`src/pcbs_pkg.sv`:
```
`timescale 1ns / 1ps
// Shared types, constants and helpers for the per-class box suppression unit.
// No dependencies; the files that use it refer to it by scoped names.
package pcbs_pkg;

    localparam int MAX_BOXES_DEF = 64;
    localparam int COORD_W       = 20;
    localparam int SCORE_W       = 16;
    localparam int CLASS_W       = 8;
    localparam int THR_W         = 16;
    localparam int AREA_W        = 2 * COORD_W;
    localparam int UNI_W         = AREA_W + 2;
    localparam int PROD_W        = UNI_W + THR_W;
    localparam int PADDR_W       = 3;
    localparam int PDATA_W       = 32;

    localparam logic [THR_W-1:0] THR_RESET = 16'd29491;
    // register index of the overlap threshold
    localparam logic REG_THR_IDX = 1'b0;

    typedef struct packed {
        logic [COORD_W-1:0] left;
        logic [COORD_W-1:0] top;
        logic [COORD_W-1:0] right;
        logic [COORD_W-1:0] bottom;
        logic [SCORE_W-1:0] score;
        logic [CLASS_W-1:0] class_id;
    } t_box;

    typedef enum logic [4:0] {
        S_LOAD,
        S_R_RDI,
        S_R_LATI,
        S_R_RDJ,
        S_R_CMPJ,
        S_R_WR,
        S_P_CHK,
        S_P_RB,
        S_P_EMIT,
        S_P_AREA,
        S_J_CHK,
        S_J_RB,
        S_J_LAT,
        S_J_M,
        S_J_U,
        S_J_P,
        S_J_CMP,
        S_FINAL
    } t_state;

    // controller -> datapath
    typedef struct packed {
        logic load;
        logic clr_i;
        logic inc_i;
        logic rd_box_i;
        logic lat_si;
        logic rd_box_j;
        logic cmp_j;
        logic wr_rank;
        logic rd_rank_i;
        logic rd_rank_j;
        logic rd_box_rank;
        logic push_a;
        logic area_a;
        logic set_j;
        logic inc_j;
        logic s1;
        logic s2;
        logic s3;
        logic s4;
        logic s5;
        logic out_load;
        logic out_last;
        logic end_set;
    } t_cmd;

    // datapath -> controller
    typedef struct packed {
        logic i_last;
        logic i_end;
        logic j_last;
        logic j_end;
        logic mark_i;
        logic mark_j;
        logic have_pend;
        logic out_free;
    } t_status;

    // width of an interval, zero when the corners are reversed
    function automatic logic [COORD_W-1:0] span(input logic [COORD_W-1:0] lo,
                                                input logic [COORD_W-1:0] hi);
        span = (hi > lo) ? (hi - lo) : '0;
    endfunction

endpackage

```
`src/pcbs_ctrl.sv`:
```
`timescale 1ns / 1ps
// Controller: sequences loading, ranking and the greedy suppression walk.
// Depends on pcbs_pkg.
module pcbs_ctrl (
    input  logic              i_clk,
    input  logic              i_rst_n,
    input  logic              i_valid,
    input  logic              i_last_in,
    output logic              o_ready,
    input  pcbs_pkg::t_status i_st,
    output pcbs_pkg::t_cmd    o_cmd
);
    pcbs_pkg::t_state r_state;
    pcbs_pkg::t_state n_state;

    // state register
    always_ff @(posedge i_clk) begin
        if (!i_rst_n) begin
            r_state <= pcbs_pkg::S_LOAD;
        end else begin
            r_state <= n_state;
        end
    end

    // next state and commands
    always_comb begin
        n_state = r_state;
        o_cmd   = '0;
        o_ready = 1'b0;
        unique case (r_state)
            pcbs_pkg::S_LOAD: begin
                o_ready = 1'b1;
                if (i_valid) begin
                    o_cmd.load = 1'b1;
                    if (i_last_in) begin
                        o_cmd.clr_i = 1'b1;
                        n_state     = pcbs_pkg::S_R_RDI;
                    end
                end
            end
            pcbs_pkg::S_R_RDI: begin
                o_cmd.rd_box_i = 1'b1;
                n_state        = pcbs_pkg::S_R_LATI;
            end
            pcbs_pkg::S_R_LATI: begin
                o_cmd.lat_si = 1'b1;
                n_state      = pcbs_pkg::S_R_RDJ;
            end
            pcbs_pkg::S_R_RDJ: begin
                o_cmd.rd_box_j = 1'b1;
                n_state        = pcbs_pkg::S_R_CMPJ;
            end
            pcbs_pkg::S_R_CMPJ: begin
                o_cmd.cmp_j = 1'b1;
                n_state     = i_st.j_last ? pcbs_pkg::S_R_WR : pcbs_pkg::S_R_RDJ;
            end
            pcbs_pkg::S_R_WR: begin
                o_cmd.wr_rank = 1'b1;
                if (i_st.i_last) begin
                    o_cmd.clr_i = 1'b1;
                    n_state     = pcbs_pkg::S_P_CHK;
                end else begin
                    o_cmd.inc_i = 1'b1;
                    n_state     = pcbs_pkg::S_R_RDI;
                end
            end
            pcbs_pkg::S_P_CHK: begin
                if (i_st.i_end) begin
                    n_state = pcbs_pkg::S_FINAL;
                end else if (i_st.mark_i) begin
                    o_cmd.inc_i = 1'b1;
                end else begin
                    o_cmd.rd_rank_i = 1'b1;
                    n_state         = pcbs_pkg::S_P_RB;
                end
            end
            pcbs_pkg::S_P_RB: begin
                o_cmd.rd_box_rank = 1'b1;
                n_state           = pcbs_pkg::S_P_EMIT;
            end
            pcbs_pkg::S_P_EMIT: begin
                // previous kept box goes out before box a replaces it
                if (!i_st.have_pend || i_st.out_free) begin
                    o_cmd.push_a   = 1'b1;
                    o_cmd.out_load = i_st.have_pend;
                    n_state        = pcbs_pkg::S_P_AREA;
                end
            end
            pcbs_pkg::S_P_AREA: begin
                o_cmd.area_a = 1'b1;
                o_cmd.set_j  = 1'b1;
                n_state      = pcbs_pkg::S_J_CHK;
            end
            pcbs_pkg::S_J_CHK: begin
                if (i_st.j_end) begin
                    o_cmd.inc_i = 1'b1;
                    n_state     = pcbs_pkg::S_P_CHK;
                end else if (i_st.mark_j) begin
                    o_cmd.inc_j = 1'b1;
                end else begin
                    o_cmd.rd_rank_j = 1'b1;
                    n_state         = pcbs_pkg::S_J_RB;
                end
            end
            pcbs_pkg::S_J_RB: begin
                o_cmd.rd_box_rank = 1'b1;
                n_state           = pcbs_pkg::S_J_LAT;
            end
            pcbs_pkg::S_J_LAT: begin
                o_cmd.s1 = 1'b1;
                n_state  = pcbs_pkg::S_J_M;
            end
            pcbs_pkg::S_J_M: begin
                o_cmd.s2 = 1'b1;
                n_state  = pcbs_pkg::S_J_U;
            end
            pcbs_pkg::S_J_U: begin
                o_cmd.s3 = 1'b1;
                n_state  = pcbs_pkg::S_J_P;
            end
            pcbs_pkg::S_J_P: begin
                o_cmd.s4 = 1'b1;
                n_state  = pcbs_pkg::S_J_CMP;
            end
            pcbs_pkg::S_J_CMP: begin
                o_cmd.s5    = 1'b1;
                o_cmd.inc_j = 1'b1;
                n_state     = pcbs_pkg::S_J_CHK;
            end
            pcbs_pkg::S_FINAL: begin
                if (!i_st.have_pend) begin
                    o_cmd.end_set = 1'b1;
                    n_state       = pcbs_pkg::S_LOAD;
                end else if (i_st.out_free) begin
                    o_cmd.out_load = 1'b1;
                    o_cmd.out_last = 1'b1;
                    o_cmd.end_set  = 1'b1;
                    n_state        = pcbs_pkg::S_LOAD;
                end
            end
            default: begin
                n_state = pcbs_pkg::S_LOAD;
            end
        endcase
    end
endmodule

```
`config.mk`:
```
export PLATFORM = sky130hd
export DESIGN_NAME = pcbs_ctrl
export DESIGN_NICKNAME = d
export VERILOG_FILES = /design/src/pcbs_pkg.sv /design/src/pcbs_ctrl.sv
export SDC_FILE = /design/constraint.sdc
export NUM_CORES = 1
export LEC_CHECK = 0
export BUFFER_PORTS_ARGS = -buffer_cell sky130_fd_sc_hd__buf_2
export CORE_UTILIZATION = 46
export DETAILED_ROUTE_END_ITERATION = 10
export PLACE_DENSITY_LB_ADDON = 0.12
export RECOVER_POWER = 25
export SLEW_MARGIN = 20
export SYNTH_ARGS = -nofsm -noshare
export SYNTH_HDL_FRONTEND = slang
export SYNTH_SLANG_ARGS = --single-unit
```
`constraint.sdc`:
```
create_clock -name i_clk -period 3.2 [get_ports i_clk]
set_input_delay 0.16 -clock i_clk [delete_from_list [all_inputs] [get_ports i_clk]]
set_output_delay 0.16 -clock i_clk [all_outputs]
set_load 0.1 [all_outputs]
```
==> results of run 1 <==
==> metal layers <==
metal / up-vias / part of all wire / track usage
met5: - / 0 / 0
met4: 0 / 0.022 / 0.112
met3: 4 / 0.066 / 0.0227
met2: 40 / 0.46 / 0.361
met1: 367 / 0.45 / 0.386
li1: 417 / - / -
==> cells by family (layout without fill, tap and decap cells) <==
logic type                count (synthesis)  after routing
muxes                                     2              2
and+or+nand+nor                          56             56
xor gates and xnor gates                  2              2
AOI/OAI and AO/OA                        21             21
DFF                                       5              5
buffers and inverters                    14             44
==> power breakdown <==
group | internal (uW) | switching, uW | leakage, uW
Sequential | 71.6 | 44.7 | 0.0000407
Clock | 47.0 | 22.9 | 0.0000150
Combinational | 75.1 | 246 | 0.000344
==> how the worst max path moves through the flow <==
stage / end / slack (ns) / depth (start not counted)
floorplan: o_cmd[20] / -0.53 / 5
global placement: o_cmd[14] / 1.08 / 4
detailed placement: o_cmd[14] / 1.03 / 4
CTS: o_cmd[14] / 0.77 / 4
global route: o_cmd[14] / 0.60 / 4
finish: o_cmd[0] / 0.77 / 4
==> worst max-delay path, stage by stage (launching register included) <==
cell,delay [ns]
dfxtp_1,0.62
nand2b_1,0.28
or4b_1,0.58
nor2_1,0.13
buf_2,0.43
==> stage by stage <==
stage / hold WS, ns / TNS [ns] / power [uW]
6_report: 0.212 / 0 / 507
5_1_grt: 0.206 / 0 / 540
4_1_cts: 0.204 / 0 / 514
3_5_place_dp: 0.453 / 0 / 442
3_3_place_gp: 0.450 / 0 / 438
2_1_floorplan: 0.275 / -0.532 / 397
==> Yosys cell counts (2+ instances only) <==
| cell | number |
|---|---|
| nor2_1 | 15 |
| nor4_1 | 3 |
| inv_1 | 5 |
| a21oi_1 | 6 |
| mux2i_1 | 2 |
| o21ai_0 | 3 |
| nand4_1 | 2 |
| nor2b_1 | 4 |
| nand2b_1 | 3 |
| nor3_1 | 7 |
| o21a_1 | 2 |
| nand2_1 | 10 |
| nor4b_1 | 2 |
| o31a_1 | 3 |
| dfxtp_1 | 5 |
| buf_2 | 2 |
| and3_1 | 2 |
| or3_1 | 2 |
| clkbuf_1 | 4 |
==> final cells by class <==
class	count	area (sq um)
sequential	5	100
timing repair buffer	35	173
multi-input combinational	81	508
clock buffer	4	26.3
inverter	5	18.8
tap	15	18.8
fill	138	457
==> summary.md, run 1 <==
| Metric | Value |
|---|---|
| CP arrival | 2.27 ns |
| Die ar. | 0.00156 sq mm |
| Critical path endpoint category | primary output |
| Pin count of the biggest net entering global routing | 21 |
| Post-synthesis simple-gate area fraction | 0.471 |
| Vias | 828 |
| Core area | 0.00130 sq mm |
| Synth Net Count | 112 |
| Most common cell after layout, fill and taps aside | buf_2 |
| Pleak | 0.000399 uW |
| Top reg by flops | r_state |
| Post-synth top area share | 0.154 |
| Via density | 5.71 |
| Dpl cells | 141 |
| Syn Inst Count | 100 |
| Max reg flops | 5 |
| Max-Cap Viols | 0 |
| Drt pass-1 iters | 4 |
| Synthesized flop and latch total | 5 |
| Crit Path Max Fanout | 15 |
| Worst Tran Pin Value | 1.16 ns |
| Overflow after GRT | 0 |
| Post-CTS Setup Inserts | 0 |
| Max-slew headroom | 0.232 |
| Main combinational cell family by area after synthesis | simple AND/OR/NAND/NOR gates |
| Post-Syn Area | 648 sq um |
| Post-CTS sizing | 0 |
| Gp weighted congestion | 0.888 |
| CTS tree | done |
| Clk Latency, worst-skew pair | 0.23 ns |
| WHS Endpoint | r_state[1]$_SDFFE_PN0P_ |
| Clock transition at path regs | 0.04 ns |
| Critical path class | register to primary output |
| 1st-iter DRT viols | 21 |
| Synth warnings | 0 |
| Prevailing post-synth register cell | dfxtp_1 |
| Layout Cells excl Fill | 145 |
| Pwr dens | 600 mW/mm^2 |
| XOR/XNOR Fraction of Synth Area | 0.0270 |
| FFs w/ async S/R, synth | 0 |
| Dpl ws | 1.03 ns |
| Critical path startpoint category | register |
| Routed Antenna Nets | 0 |
| Sequential-to-total area share from yosys stat | 0.154 |
| Req. time, crit path | 3.04 ns |
| Synth area leader | dfxtp_1 |
| Max-slew violation count | 0 |
| Biggest regs | r_state: 5 flops |
| GRT Overall Usage | 0.257 |
| Fin crit share | 0.761 |
| Detailed Route WL | 1.78 mm |
| Cell Area, Placed | 832 sq um |
| R2R Path Start | r_state[0]$_SDFFE_PN0P_ |
| CTS HTree Levels | 1 |
| I/O pin count | 36 |
| Compound-Gate Fraction of Synth Area | 0.214 |
| Number of port buffers | 35 |
| Tmin final | 2.43 ns |
| Max Root-Sink Buffers | 2 |
| EDFF count, synth | 0 |
| VDD IR max | 0.426 mV |
| RSZ-0062 raised after global routing | no |
| Hold Crit Class | input port to register |
| WL per Instance | 12.3 um |
| Number of global-route vias before repair | 598 |
| R2R Path End | r_state[0]$_SDFFE_PN0P_ |
| Initial antenna violation count | 0 |
| Final Skew | 0.000926 ns |
| Most frequent cells in the layout | buf_2 (33), nor2_1 (15), nand2_1 (10) |
| CTS Buf Count | 3 |
| Post-layout util | 0.649 |
| CP startpoint | r_state[0]$_SDFFE_PN0P_ |
| Die width | 39.5 um |
| Layout cells sized above 1 | 0.323 |
| Mean Syn Cell Area | 6.48 sq um |
| DRC viols | 0 |
| Final setup fails | 0 |
| Status | finished, final reports clean |
| Final #Nets | 143 |
| Cts hold-fix bufs | 0 |
| Sink Count | 5 |
| Fmax | 411 MHz |
| Diode count | 0 |
| Area Overhead vs Synth | 30.3% |
| Final HPWL DP | 1.37 mm |
| Post-synthesis cell type count | 37 |
| Hold depth | 2 |
| Largest cells by area after synthesis | dfxtp_1 (15%), nor2_1 (8.7%), nand2_1 (5.8%) |
| Die Ht | 39.5 um |
| Mux share of post-synthesis cell area | 0.0309 |
| R2R cell count | 5 |
| First-pass GRT wire length | 2.75 mm |
| Final worst slack | 0.765 ns |
| CTS Root Cell | clkbuf_4 |
| Final hold violation count | 0 |
| Flop-to-flop setup slack | 1.34 ns |
| Final instance area | 845 sq um |
| Initial Util | 0.498 |
| Site Rows | 13 |
| Post-synthesis adder-cell area fraction | 0 |
| HP Start | i_rst_n |
No activity file was read; power rests on OpenSTA's default activity.
==> run 2: changes to the inputs <==
CORE_UTILIZATION = 43   (was 46)
clock period = 2.4 ns   (was 3.2 ns; I/O delays follow)
==> summary.md, run 2 (synthesis results as in run 1) <==
| Metric | Value |
|---|---|
| Cts hold-fix bufs | 0 (unchanged) |
| Dpl ws | 0.494 ns (-0.534 ns) |
| VDD IR max | 0.409 mV (-4.0%) |
| Final #Nets | 149 (+4.2%) |
| Die Ht | 40.8 um (+3.3%) |
| Clk Latency, worst-skew pair | 0.24 ns (about the same) |
| CTS Root Cell | clkbuf_4 |
| Final instance area | 956 sq um (+13%) |
| Total power | 721 uW (+42%) |
| Vias | 842 (+1.7%) |
| Biggest regs | r_state: 5 flops |
| Initial Util | 0.480 (-0.0180) |
| Site Rows | 13 (unchanged) |
| Fmax | 445 MHz |
| Via density | 5.58 (-2.3%) |
| Post-CTS Setup Inserts | 0 (unchanged) |
| Req. time, crit path | 2.28 ns (-0.76 ns) |
| Max reg flops | 5 (unchanged) |
| Detailed Route WL | 1.97 mm (+10%) |
| Worst Tran Pin Value | 0.539 ns (-0.618 ns) |
| WL per Instance | 13.0 um (+6.1%) |
| Overflow after GRT | 0 (unchanged) |
| Sink Count | 5 (unchanged) |
| Pwr dens | 755 mW/mm^2 (+26%) |
| Initial antenna violation count | 0 (unchanged) |
| Top reg by flops | r_state |
| GRT Overall Usage | 0.260 (+0.00245) |
| Pin count of the biggest net entering global routing | 18 (-14%) |
| Clock transition at path regs | 0.04 ns (about the same) |
| Die ar. | 0.00167 sq mm (+6.6%) |
| Hold depth | 2 (unchanged) |
| Area Overhead vs Synth | 47.5% |
| DRC viols | 0 (unchanged) |
| Critical path class | register to primary output |
| Pleak | 0.000449 uW (+12%) |
| Final Skew | 0.00385 ns (+0.00292 ns) |
| Most common cell after layout, fill and taps aside | buf_2 |
| Max-slew violation count | 0 (unchanged) |
| Core area | 0.00135 sq mm (+3.7%) |
| Most frequent cells in the layout | buf_2 (32), nor2_1 (12), nand2_1 (10) |
| Critical path startpoint category | register |
| CP Cell Sequence | nand2b_1 -> or4b_4 -> nor2_2 -> buf_2 |
| Final hold violation count | 0 (unchanged) |
| I/O pin count | 36 (unchanged) |
| Critical path endpoint category | primary output |
| Routed Antenna Nets | 0 (unchanged) |
| Tmin final | 2.25 ns |
| Max Root-Sink Buffers | 2 (unchanged) |
| Fin crit share | 0.937 |
| Drt pass-1 iters | 4 (unchanged) |
| Layout cells sized above 1 | 0.426 (+0.103) |
| CTS tree | done |
| Die width | 40.8 um (+3.3%) |
| CP arrival | 2.13 ns (-0.14 ns) |
| Number of global-route vias before repair | 667 (+12%) |
| Crit Path Max Fanout | 17 (+2) |
| Max-Cap Viols | 0 (unchanged) |
| Worst hold slack | 0.158 ns (-0.0537 ns) |
| Number of port buffers | 35 (unchanged) |
| CP max stage delay | 0.56 ns (-0.06 ns) |
| Post-CTS sizing | 0 (unchanged) |
| Final worst slack | 0.152 ns (-0.614 ns) |
| Cell Area, Placed | 941 sq um (+13%) |
| CTS HTree Levels | 1 (unchanged) |
| Hold Crit Class | input port to register |
| Max-slew headroom | 0.642 (+0.410) |
| Final HPWL DP | 1.59 mm (+16%) |
| 1st-iter DRT viols | 19 (-9.5%) |
| Post-layout util | 0.708 (+0.0590) |
| RSZ-0062 raised after global routing | no |
| Slowest CP cell | or4b_4 |
| Status | finished, final reports clean |
| R2R cell count | 5 (unchanged) |
| First-pass GRT wire length | 2.88 mm (+4.5%) |
| Gp weighted congestion | 0.866 (-2.5%) |
| Fill cell count | 134 (-2.9%) |
| Diode count | 0 (unchanged) |
| Final setup fails | 0 (unchanged) |
| CTS Buf Count | 3 (unchanged) |
run 2: worst max-delay path, delay by kind of cell (launching register included):
family	cells	cell delay, ns
buffers and inverters	1	0.42
AND/OR/NAND/NOR	3	1.01
flip-flops	1	0.46
run 2: layer usage:
layer | share of wire | GRT usage
met1 | 0.41 | 0.320
met2 | 0.51 | 0.445
met3 | 0.057 | 0.0217
met4 | 0.018 | 0.125
met5 | 0 | 0
run 2: worst paths after layout:
check	slack [ns]	end	startpoint
hold / removal	0.16	r_state[2]$_SDFFE_PN0P_	i_rst_n
setup reg to reg	0.65	r_state[0]$_SDFFE_PN0P_	r_state[3]$_SDFFE_PN0P_
hold reg to reg	0.75	r_state[3]$_SDFFE_PN0P_	r_state[4]$_SDFFE_PN0P_
setup / recovery	0.15	o_cmd[1]	r_state[3]$_SDFFE_PN0P_
run 2: layout make-up:
cell class,count,area [sq um],area share
inverters,5,18.8,0.0196
well taps,15,18.8,0.0196
flip-flops and latches,5,100,0.105
multi-input cells,81,561,0.586
clock buffers,4,26.3,0.0275
repair buffers,41,231,0.242
run 2: metrics by stage:
stage	setup TNS, ns	instances
after floorplan	-1.28	100
after global placement	0	147
after detailed placement	0	147
after CTS	0	151
after global routing	0	151
final	0	151
run 2: power by group:
part	switching [uW]	total, uW	internal [uW]	leakage (uW)
Sequential	25.5	121	95.6	0.0000407
Combinational	381	504	123	0.000393
Clock	33.2	96.0	62.8	0.0000150
Total	440	721	281	0.000449
==> run 3: changes to the inputs <==
CORE_ASPECT_RATIO = 1.1   (was default)
==> summary.md, run 3 (synthesis results as in run 1) <==
| Metric | Value |
|---|---|
| Status | finished, final reports clean |
| Hold depth | 2 (unchanged) |
| Flop-to-flop setup slack | 0.65 ns (about the same) |
| Clock transition at path regs | 0.04 ns (about the same) |
| Diode count | 0 (unchanged) |
| DRC viols | 0 (unchanged) |
| 1st-iter DRT viols | 17 (-2) |
| Crit Path Max Fanout | 15 (-2) |
| Sink Count | 5 (unchanged) |
| Cts hold-fix bufs | 0 (unchanged) |
| R2R cell count | 5 (unchanged) |
| Biggest regs | r_state: 5 flops |
| Critical path class | register to primary output |
| Number of global-route vias before repair | 661 (-0.90%) |
| Most common cell after layout, fill and taps aside | buf_2 |
| Fmax | 449 MHz (+0.92%) |
| Worst Tran Pin Value | 0.556 ns (+0.0165 ns) |
| Most frequent cells in the layout | buf_2 (31), nor2_1 (12), nand2_1 (10) |
| Switching pwr | 436 uW (-0.86%) |
| VDD IR max | 0.567 mV (+39%) |
| Die Ht | 42.7 um (+4.6%) |
| First-pass GRT wire length | 2.86 mm (-0.73%) |
| Site Rows | 14 (+1) |
| Max-slew violation count | 0 (unchanged) |
| Post-CTS sizing | 0 (unchanged) |
| CTS tree | done |
| R2R Path End | r_state[3]$_SDFFE_PN0P_ |
| Pin count of the biggest net entering global routing | 18 (unchanged) |
| Final HPWL DP | 1.50 mm (-6.1%) |
| Critical path startpoint category | register |
| Critical path endpoint category | primary output |
| R2R Path Start | r_state[0]$_SDFFE_PN0P_ |
| Max reg flops | 5 (unchanged) |
| Sw frac | 0.619 (+0.00884) |
| Initial antenna violation count | 0 (unchanged) |
| Drt pass-1 iters | 5 (+1) |
| WL per Instance | 12.6 um (-3.3%) |
| Tmin final | 2.23 ns (-0.0204 ns) |
| Final #Nets | 147 (-1.3%) |
| Gp weighted congestion | 0.870 (+0.45%) |
| Overflow after GRT | 0 (unchanged) |
| CTS Buf Count | 3 (unchanged) |
| Clk Latency, worst-skew pair | 0.24 ns (about the same) |
| CTS Root Cell | clkbuf_4 |
| Pleak | 0.000443 uW (-1.3%) |
| Comb power frac | 0.669 (-0.030) |
| Die ar. | 0.00167 sq mm (about the same) |
| CTS HTree Levels | 1 (unchanged) |
| Final hold violation count | 0 (unchanged) |
| GRT Overall Usage | 0.238 (-0.0215) |
| I/O pin count | 36 (unchanged) |
| Top reg by flops | r_state |
| Initial Util | 0.468 (-0.0117) |
| Number of port buffers | 35 (unchanged) |
| WHS Endpoint | r_state[1]$_SDFFE_PN0P_ |
| Die width | 39.0 um (-4.4%) |
| Core area | 0.00138 sq mm (+2.5%) |
| Detailed Route WL | 1.89 mm (-4.0%) |
| Final setup fails | 0 (unchanged) |
| Req. time, crit path | 2.28 ns (about the same) |
| Sequential share of power | 0.197 (+0.029) |
| Clock power share | 0.134 (about the same) |
| CP arrival | 2.11 ns (-0.02 ns) |
| HP Start | i_rst_n |
| Total power | 705 uW (-2.3%) |
| Cell Area, Placed | 927 sq um (-1.5%) |
| RSZ-0062 raised after global routing | no |
| Vias | 839 (-0.36%) |
| Post-CTS Setup Inserts | 0 (unchanged) |
| Final instance area | 948 sq um (-0.79%) |
| Max-slew headroom | 0.629 (-0.0130) |
| Max-Cap Viols | 0 (unchanged) |
| Max Root-Sink Buffers | 2 (unchanged) |
| Final Skew | 0.00436 ns (+0.000506 ns) |
| Pwr dens | 743 mW/mm^2 (-1.5%) |
| Routed Antenna Nets | 0 (unchanged) |
| Layout cells sized above 1 | 0.425 (-0.00110) |
| Hold Crit Class | input port to register |
| Cell-internal power | 269 uW (-4.5%) |
| Fin crit share | 0.928 (-0.00851) |
| Setup TNS | 0 ns (unchanged) |
| Via density | 5.59 (+0.31%) |
| Area Overhead vs Synth | 46.3% |
| Worst hold slack | 0.162 ns (+0.00438 ns) |
-- run 3: layout make-up --
cell class	instances	area, sq um
Tap cell	16	20.0
Inverter	5	18.8
Timing Repair Buffer	39	220
Fill cell	134	435
Sequential cell	5	100
Clock buffer	4	26.3
Multi-Input combinational cell	81	563
-- run 3: critical path: stages (launching register included) --
cell and delay, ns:
dfxtp_1 0.66, nand2b_4 0.14, or4b_4 0.53, nor2_2 0.11, buf_2 0.42
-- run 3: per-stage QoR --
stage,setup slack [ns],instances,utilization
after floorplan,-0.713,100,-
after global placement,0.471,146,0.670
after detailed placement,0.439,146,0.670
after CTS,0.172,150,0.689
after global routing,0.0754,150,0.685
final,0.172,150,0.685
-- run 3: how the worst max path moves through the flow --
stage | from | to | slack [ns] | depth (start not counted)
2_1_floorplan | r_state[3]$_SDFFE_PN0P_ | o_cmd[21] | -0.71 | 4
3_3_place_gp | r_state[0]$_SDFFE_PN0P_ | o_cmd[0] | 0.47 | 4
3_5_place_dp | r_state[0]$_SDFFE_PN0P_ | o_cmd[1] | 0.44 | 4
4_1_cts | r_state[0]$_SDFFE_PN0P_ | o_cmd[1] | 0.17 | 4
5_1_grt | r_state[3]$_SDFFE_PN0P_ | o_cmd[13] | 0.08 | 4
6_report | r_state[0]$_SDFFE_PN0P_ | o_cmd[1] | 0.17 | 4
-- run 3: power groups by stage --
stage                     Sequential [uW]  Clock, uW  Combinational, uW
after floorplan                       108          0                434
after global placement                139          0                474
after detailed placement              140          0                478
after CTS                             138       99.3                479
after global routing                  142        106                496
final                                 139       94.4                472
-- run 3: routing by layer --
layer,global-route usage,part of all wire
met1,0.318,0.44
met2,0.380,0.50
met3,0.0209,0.053
met4,0.103,0.0074
met5,0,0
